[src/rtl/glbh_pkg.sv]
// ----------------------------------------------------------------------------
// glbh_pkg
// Shared constants, types and helper functions of the gray-level histogram.
// ----------------------------------------------------------------------------
package glbh_pkg;

    localparam int PIX_W       = 8;
    localparam int BIN_W       = 5;
    localparam int NUM_BINS    = 26;
    localparam int BIN_SPAN    = 10;
    localparam int SPAN_TOP    = 9;
    localparam int GRAY_MAX    = 255;
    localparam int COUNT_WIDTH = 16;
    localparam int OUT_CNT_W   = 16;

    // pixel / 10 as (pixel * 205) >> 11, exact over the 8-bit range
    localparam int RECIP     = 205;
    localparam int RECIP_SH  = 11;
    localparam int PROD_W    = PIX_W + 8;

    localparam int FIFO_DEPTH = 4;
    localparam int FIFO_AW    = 2;
    localparam int FIFO_CW    = FIFO_AW + 1;

    localparam logic [BIN_W-1:0] LAST_BIN = BIN_W'(NUM_BINS - 1);

    typedef logic [BIN_W-1:0]       bin_t;
    typedef logic [COUNT_WIDTH-1:0] count_t;

    typedef struct packed {
        bin_t bin;
        logic frame_end;
    } entry_t;

    function automatic bin_t pixel_to_bin(input logic [PIX_W-1:0] pix);
        logic [PROD_W-1:0] prod;
        prod = PROD_W'(pix) * PROD_W'(RECIP);
        return bin_t'(prod >> RECIP_SH);
    endfunction

    function automatic logic [PIX_W-1:0] bin_start(input bin_t idx);
        return PIX_W'(idx) * PIX_W'(BIN_SPAN);
    endfunction

    function automatic logic [PIX_W-1:0] bin_end(input bin_t idx);
        logic [PIX_W:0] hi;
        hi = (PIX_W + 1)'(bin_start(idx)) + (PIX_W + 1)'(SPAN_TOP);
        return (hi > (PIX_W + 1)'(GRAY_MAX)) ? PIX_W'(GRAY_MAX) : hi[PIX_W-1:0];
    endfunction

    function automatic logic [OUT_CNT_W-1:0] count_out(input count_t cnt);
        logic [OUT_CNT_W+COUNT_WIDTH-1:0] ext;
        ext = {{OUT_CNT_W{1'b0}}, cnt};
        return ext[OUT_CNT_W-1:0];
    endfunction

endpackage

[src/rtl/glbh_front.sv]
// ----------------------------------------------------------------------------
// glbh_front
// Input stage: register one pixel word, classify it into its bin.
// ----------------------------------------------------------------------------
module glbh_front
(
    input  logic                      clk,
    input  logic                      rst_n,
    input  logic                      push,
    output logic                      full,
    input  logic [glbh_pkg::PIX_W-1:0] pixel_value,
    input  logic                      frame_end,
    output logic                      q_push,
    input  logic                      q_full,
    output glbh_pkg::entry_t          q_data
);
    import glbh_pkg::*;

    logic   valid_reg;
    logic   valid_next;
    entry_t entry_reg;
    logic   load;

    assign q_push = valid_reg;
    assign q_data = entry_reg;
    // hold the word while the queue is full
    assign full   = valid_reg && q_full;
    assign load   = push && !full;

    always_comb
    begin
        valid_next = valid_reg;
        if (load)
        begin
            valid_next = 1'b1;
        end
        else if (valid_reg && !q_full)
        begin
            valid_next = 1'b0;
        end
    end

    always_ff @(posedge clk or negedge rst_n)
    begin
        if (!rst_n)
        begin
            valid_reg <= 1'b0;
        end
        else
        begin
            valid_reg <= valid_next;
        end
    end

    always_ff @(posedge clk)
    begin
        if (load)
        begin
            entry_reg.bin       <= pixel_to_bin(pixel_value);
            entry_reg.frame_end <= frame_end;
        end
    end

endmodule

[src/rtl/glbh_fifo.sv]
// ----------------------------------------------------------------------------
// glbh_fifo
// Short queue of classified words between front and back.
// ----------------------------------------------------------------------------
module glbh_fifo
(
    input  logic             clk,
    input  logic             rst_n,
    input  logic             wr_en,
    output logic             q_full,
    input  glbh_pkg::entry_t wr_data,
    input  logic             rd_en,
    output logic             q_empty,
    output glbh_pkg::entry_t rd_data
);
    import glbh_pkg::*;

    entry_t               mem_reg [FIFO_DEPTH];
    logic [FIFO_AW-1:0]   wr_ptr_reg;
    logic [FIFO_AW-1:0]   rd_ptr_reg;
    logic [FIFO_CW-1:0]   fill_reg;
    logic [FIFO_CW-1:0]   fill_next;
    logic                 do_wr;
    logic                 do_rd;

    assign q_full  = (fill_reg == FIFO_CW'(FIFO_DEPTH));
    assign q_empty = (fill_reg == '0);
    assign do_wr   = wr_en && !q_full;
    assign do_rd   = rd_en && !q_empty;
    assign rd_data = mem_reg[rd_ptr_reg];

    always_comb
    begin
        fill_next = fill_reg;
        if (do_wr && !do_rd)
        begin
            fill_next = fill_reg + 1'b1;
        end
        else if (do_rd && !do_wr)
        begin
            fill_next = fill_reg - 1'b1;
        end
    end

    always_ff @(posedge clk or negedge rst_n)
    begin
        if (!rst_n)
        begin
            wr_ptr_reg <= '0;
            rd_ptr_reg <= '0;
            fill_reg   <= '0;
        end
        else
        begin
            fill_reg <= fill_next;
            if (do_wr)
            begin
                wr_ptr_reg <= wr_ptr_reg + 1'b1;
            end
            if (do_rd)
            begin
                rd_ptr_reg <= rd_ptr_reg + 1'b1;
            end
        end
    end

    always_ff @(posedge clk)
    begin
        if (do_wr)
        begin
            mem_reg[wr_ptr_reg] <= wr_data;
        end
    end

endmodule

[src/rtl/glbh_back.sv]
// ----------------------------------------------------------------------------
// glbh_back
// Bin counters, saturating update, and frame-end readout with clear.
// ----------------------------------------------------------------------------
module glbh_back
(
    input  logic                           clk,
    input  logic                           rst_n,
    input  logic                           q_empty,
    input  glbh_pkg::entry_t               q_data,
    output logic                           q_pop,
    input  logic                           pop,
    output logic                           empty,
    output logic [glbh_pkg::BIN_W-1:0]     bin_index,
    output logic [glbh_pkg::PIX_W-1:0]     range_start,
    output logic [glbh_pkg::PIX_W-1:0]     range_end,
    output logic [glbh_pkg::OUT_CNT_W-1:0] bin_count,
    output logic                           last_bin
);
    import glbh_pkg::*;

    typedef enum logic [1:0] {
        ST_COUNT = 2'b01,
        ST_DUMP  = 2'b10
    } state_t;

    state_t state_reg;
    state_t state_next;
    bin_t   idx_reg;
    bin_t   idx_next;
    logic   out_valid_reg;
    logic   out_valid_next;
    bin_t   out_idx_reg;
    count_t out_cnt_reg;
    logic   out_last_reg;

    count_t cnt_reg [NUM_BINS];
    bin_t   rd_addr;
    count_t rd_val;
    logic   wr_en;
    count_t wr_val;
    logic   out_load;
    logic   dump_step;

    assign out_load  = !out_valid_reg || pop;
    assign dump_step = (state_reg == ST_DUMP) && out_load;
    assign rd_addr   = (state_reg == ST_DUMP) ? idx_reg : q_data.bin;
    assign rd_val    = cnt_reg[rd_addr];
    assign q_pop     = (state_reg == ST_COUNT) && !q_empty;

    always_comb
    begin
        state_next     = state_reg;
        idx_next       = idx_reg;
        out_valid_next = out_valid_reg;
        wr_en          = 1'b0;
        wr_val         = rd_val;
        if (out_valid_reg && pop)
        begin
            out_valid_next = 1'b0;
        end
        case (state_reg)
            ST_COUNT:
            begin
                if (q_pop)
                begin
                    // saturate instead of wrapping
                    wr_en  = (rd_val != '1);
                    wr_val = rd_val + 1'b1;
                    if (q_data.frame_end)
                    begin
                        state_next = ST_DUMP;
                        idx_next   = '0;
                    end
                end
            end
            ST_DUMP:
            begin
                if (dump_step)
                begin
                    // emit and clear this bin, advance
                    wr_en          = 1'b1;
                    wr_val         = '0;
                    out_valid_next = 1'b1;
                    idx_next       = idx_reg + 1'b1;
                    if (idx_reg == LAST_BIN)
                    begin
                        state_next = ST_COUNT;
                    end
                end
            end
            default:
            begin
                state_next = ST_COUNT;
            end
        endcase
    end

    always_ff @(posedge clk or negedge rst_n)
    begin
        if (!rst_n)
        begin
            state_reg     <= ST_COUNT;
            idx_reg       <= '0;
            out_valid_reg <= 1'b0;
            for (int i = 0; i < NUM_BINS; i++)
            begin
                cnt_reg[i] <= '0;
            end
        end
        else
        begin
            state_reg     <= state_next;
            idx_reg       <= idx_next;
            out_valid_reg <= out_valid_next;
            if (wr_en)
            begin
                cnt_reg[rd_addr] <= wr_val;
            end
        end
    end

    always_ff @(posedge clk)
    begin
        if (dump_step)
        begin
            out_idx_reg  <= idx_reg;
            out_cnt_reg  <= rd_val;
            out_last_reg <= (idx_reg == LAST_BIN);
        end
    end

    assign empty       = !out_valid_reg;
    assign bin_index   = out_idx_reg;
    assign range_start = bin_start(out_idx_reg);
    assign range_end   = bin_end(out_idx_reg);
    assign bin_count   = count_out(out_cnt_reg);
    assign last_bin    = out_last_reg;

endmodule

[src/rtl/gray_level_binned_histogram_top.sv]
// ----------------------------------------------------------------------------
// gray_level_binned_histogram_top
// 26-bin gray-level histogram with saturating counters and frame-end readout.
// ----------------------------------------------------------------------------
// Push one 8-bit pixel word per cycle; it lands in bin pixel/10 (bin 25 holds
// 250..255), and each 16-bit counter sticks at its maximum. A word with
// frame_end set is counted first, then the 26 bins come out as 26 result
// words in index order, each with its gray-level range, count and a last_bin
// mark on bin 25, and every counter is cleared as it is read. Pixels stream
// at one word per cycle while full is low, each counted in the back end as it
// leaves the queue. A readout passes one bin per cycle through a single
// output register, and waits while pop stalls it; during a readout the
// input register and the four-entry queue absorb five more pixels before
// full rises.
// ----------------------------------------------------------------------------
module gray_level_binned_histogram_top
(
    input  logic                           clk,
    input  logic                           rst_n,
    input  logic                           push,
    output logic                           full,
    input  logic [glbh_pkg::PIX_W-1:0]     pixel_value,
    input  logic                           frame_end,
    input  logic                           pop,
    output logic                           empty,
    output logic [glbh_pkg::BIN_W-1:0]     bin_index,
    output logic [glbh_pkg::PIX_W-1:0]     range_start,
    output logic [glbh_pkg::PIX_W-1:0]     range_end,
    output logic [glbh_pkg::OUT_CNT_W-1:0] bin_count,
    output logic                           last_bin
);
    import glbh_pkg::*;

    // front -> queue
    logic   f_push;
    logic   f_full;
    entry_t f_data;

    // queue -> back
    logic   b_pop;
    logic   b_empty;
    entry_t b_data;

    // Classify and register the incoming pixel word.
    glbh_front u_front
    (
        .clk         (clk),
        .rst_n       (rst_n),
        .push        (push),
        .full        (full),
        .pixel_value (pixel_value),
        .frame_end   (frame_end),
        .q_push      (f_push),
        .q_full      (f_full),
        .q_data      (f_data)
    );

    // Decouple the input from the readout stall.
    glbh_fifo u_fifo
    (
        .clk     (clk),
        .rst_n   (rst_n),
        .wr_en   (f_push),
        .q_full  (f_full),
        .wr_data (f_data),
        .rd_en   (b_pop),
        .q_empty (b_empty),
        .rd_data (b_data)
    );

    // Count, then read out and clear at frame end.
    glbh_back u_back
    (
        .clk         (clk),
        .rst_n       (rst_n),
        .q_empty     (b_empty),
        .q_data      (b_data),
        .q_pop       (b_pop),
        .pop         (pop),
        .empty       (empty),
        .bin_index   (bin_index),
        .range_start (range_start),
        .range_end   (range_end),
        .bin_count   (bin_count),
        .last_bin    (last_bin)
    );

endmodule

[config.mk]
export PLATFORM = sky130hd
export DESIGN_NAME = gray_level_binned_histogram_top
export DESIGN_NICKNAME = d
export VERILOG_FILES = /design/src/rtl/glbh_pkg.sv /design/src/rtl/glbh_front.sv /design/src/rtl/glbh_fifo.sv /design/src/rtl/glbh_back.sv /design/src/rtl/gray_level_binned_histogram_top.sv
export SDC_FILE = /design/constraint.sdc
export NUM_CORES = 1
export LEC_CHECK = 0
export BUFFER_PORTS_ARGS = -buffer_cell sky130_fd_sc_hd__buf_4
export CORE_ASPECT_RATIO = 1.4
export CORE_MARGIN = 10
export CORE_UTILIZATION = 50
export CTS_CLUSTER_DIAMETER = 60
export DETAILED_ROUTE_END_ITERATION = 10
export MAX_ROUTING_LAYER = met4
export PLACE_DENSITY = 0.72
export SYNTH_ARGS = -nofsm -noshare
export SYNTH_HDL_FRONTEND = slang
export SYNTH_SLANG_ARGS = --single-unit
[constraint.sdc]
create_clock -name clk -period 10.9 [get_ports clk]
set_input_delay 1.635 -clock clk [delete_from_list [all_inputs] [get_ports clk]]
set_output_delay 1.635 -clock clk [all_outputs]
set_load 0.01 [all_outputs]
==> results.cfg <==
[yosys]
yosysTopAreaCell = dfrtp_1
synthesis.instances = 2090
synth_edf_count = 52
synthTopCellsByCount = 431 x dfrtp_1, 342 x mux2_2, 327 x nand2_1
yosysTopAreaCellShare = 0.434
synth_most_common_cell = dfrtp_1
ys_seq_area_frac = 0.498
yosys_warnings = 0
yosys-top-cells-area = dfrtp_1 43%, mux2_2 15%, edfxtp_1 6.3%
synth_cell_types = 82
syn_area_um2 = 24900
syn_nets = 2176
ys_ff_latch = 484
syn_avg_cell_area_um2 = 11.9
synthArstFlopShare = 0.893
synth_ff_type = dfrtp_1

[die]
pin_count = 53
core_um2 = 49100
die_w_um = 208
die_area_um2 = 59200
initial_core_util = 0.506
rows = 96
dieHeight_um = 284

[setup_path]
r2r-end = u_back.cnt_reg[289]$_DFFE_PN0P_
critPathMaxFanout = 56
path_class = reg -> reg
cp-start-kind = flop
reg2reg_depth = 15
critPathArrivalTime_ns = 7.63
crit_path_end_kind = flop
reg2reg_from = u_back.state_reg[0]$_DFFE_PN1P_
critPathLaunch = u_back.state_reg[0]$_DFFE_PN1P_
critPathRequiredTime_ns = 11.35
r2r_slack_ns = 3.72

[place]
portBuffers = 50
place_congestion = 0.917
place_hpwl_um = 42600
post-place-ws_ns = 3.85

[route]
antenna_left = 0
first_pass_iters = 7
totalWireLength_um = 66300
routed_via_density = 6.20
wl_per_cell_um = 24.3
initialDrtViolationCount = 1662
drc_errors = 0
via_count = 16887

[final_layout]
syn2layout_area_growth_pct = 8.60
largest_reg_flops = 416
fin_nets = 2137
drive_gt1_frac = 0.299
n_antenna_cell = 0
fillers = 4043

[job]
maxCapViolCount = 0

[cts]
path_clk_slew_ns = 0.06
cts_hold_buf = 0
cts_buffers = 47
h-tree-depth = 2
tritoncts = yes
cts-root-buf = clkbuf_16
cts_setup_buffers = 0
clock-sinks = 484
cts_max_path_buffers = 3
worstSkewPairLatency_ns = 0.57
cts-resized-gates = 0

[sta]
timing.final.crit_period_ns = 7.18
rsz0062_at_grt = false
clock.fmax_ghz = 0.139
drv_slew = 0
period_share = 0.658
setup_violations = 0
fin_tns_setup_ns = 0
setup_slack_ns = 3.72
hold_violations = 0
worstMarginPinSlew_ns = 1.35
slew_headroom = 0.0940
fin_skew_ns = 0.0143

[outcome]
status = complete, no violations

[min_path]
hold_path.class = reg -> reg
min_to = u_back.state_reg[0]$_DFFE_PN1P_
hp-start = u_back.state_reg[0]$_DFFE_PN1P_
hold_depth = 2

[grt]
gr-total-overflow = 0
grt_pass1_vias = 17517
grt_max_degree = 180
grt.total_usage = 0.226
grt_pass1_wl_um = 104000
antenna_found_initial = 0
-- critical path, cell delays in order (launching register included) --
cell and delay, ns:
dfstp_2 0.54, inv_1 0.05, ha_1 0.49, and2b_1 0.47
a221o_4 0.71, buf_4 0.64, mux2i_1 0.25, a221oi_1 0.10
a311oi_1 0.65, nand4_1 0.39, ha_1 0.37, nand3_1 0.11
nor2_1 0.09, a21oi_2 0.72, o211a_1 0.97, mux2_2 0.43
-- worst max path at each step --
| stage | to | slack (ns) | depth (start not counted) |
|---|---|---|---|
| 2_1_floorplan | u_front.q_data[4]$_DFFE_PP_ | 5.74 | 14 |
| 4_1_cts | u_back.cnt_reg[289]$_DFFE_PN0P_ | 3.83 | 15 |
| 3_5_place_dp | u_back.cnt_reg[277]$_DFFE_PN0P_ | 3.85 | 15 |
| 6_report | u_back.cnt_reg[289]$_DFFE_PN0P_ | 3.72 | 15 |
| 5_1_grt | u_back.cnt_reg[289]$_DFFE_PN0P_ | 3.38 | 15 |
| 3_3_place_gp | u_back.cnt_reg[291]$_DFFE_PN0P_ | 3.93 | 15 |
-- kinds of logic (layout without fill, tap and decap cells) --
| logic type | count (synthesis) | after routing | share of synthesized area |
|---|---|---|---|
| mux | 462 | 462 | 0.222 |
| fa+ha+maj | 73 | 73 | 0.0407 |
| xor+xnor | 16 | 16 | 0.00564 |
| buf+inv | 219 | 215 | 0.0473 |
| flops | 484 | 484 | 0.498 |
| other cells | 2 | 2 | 0.000302 |
| simple gates | 521 | 521 | 0.0990 |
| compound gates | 313 | 313 | 0.0875 |
-- placed cells by master, fill, tap and decap left out, types with 13 or more instances in the layout --
master,netlist,layout
dfrtp_1,431,431
mux2_2,342,342
nand2_1,327,327
a21oi_1,96,96
mux2_4,81,81
buf_4,17,79
nand3_1,66,66
ha_1,60,60
a32oi_1,54,54
edfxtp_1,52,52
inv_1,49,49
clkbuf_16,0,49
mux2i_1,33,33
o21ai_0,30,29
o22ai_1,33,26
nor2_1,24,24
o211a_1,19,19
nor3_1,16,16
clkbuf_8,0,14
fa_1,13,13
-- stage by stage --
stage | cell area [um2] | hold WS [ns] | std cells | utilization
4_1_cts | 27000 | 0.494 | 2723 | 0.550
6_report | 27000 | 0.493 | 2723 | 0.550
5_1_grt | 27000 | 0.512 | 2723 | 0.550
3_3_place_gp | 25400 | 0.468 | 2639 | 0.517
2_1_floorplan | 24900 | 0.423 | 2090 | -
3_5_place_dp | 25400 | 0.485 | 2639 | 0.517
-- cell type report --
type	instances	area, um2	share of cell area
clock buffers	70	1450	0.0535
clock inverters	14	150	0.00556
inverters	50	189	0.00700
multi-input cells	1387	11400	0.423
flip-flops and latches	484	12400	0.458
well taps	637	797	0.0295
repair buffers	81	628	0.0233
-- per-layer routing --
metal	GRT usage	share of wire	vias to the layer above
met1	0.251	0.38	8664
met3	0.0315	0.057	207
met4	0.146	0.070	0
met2	0.377	0.50	636
met5	-	0	-
li1	-	-	7380
Power is not shown: default switching activity piles up to over one toggle a cycle in this logic, so the estimate is an artifact.
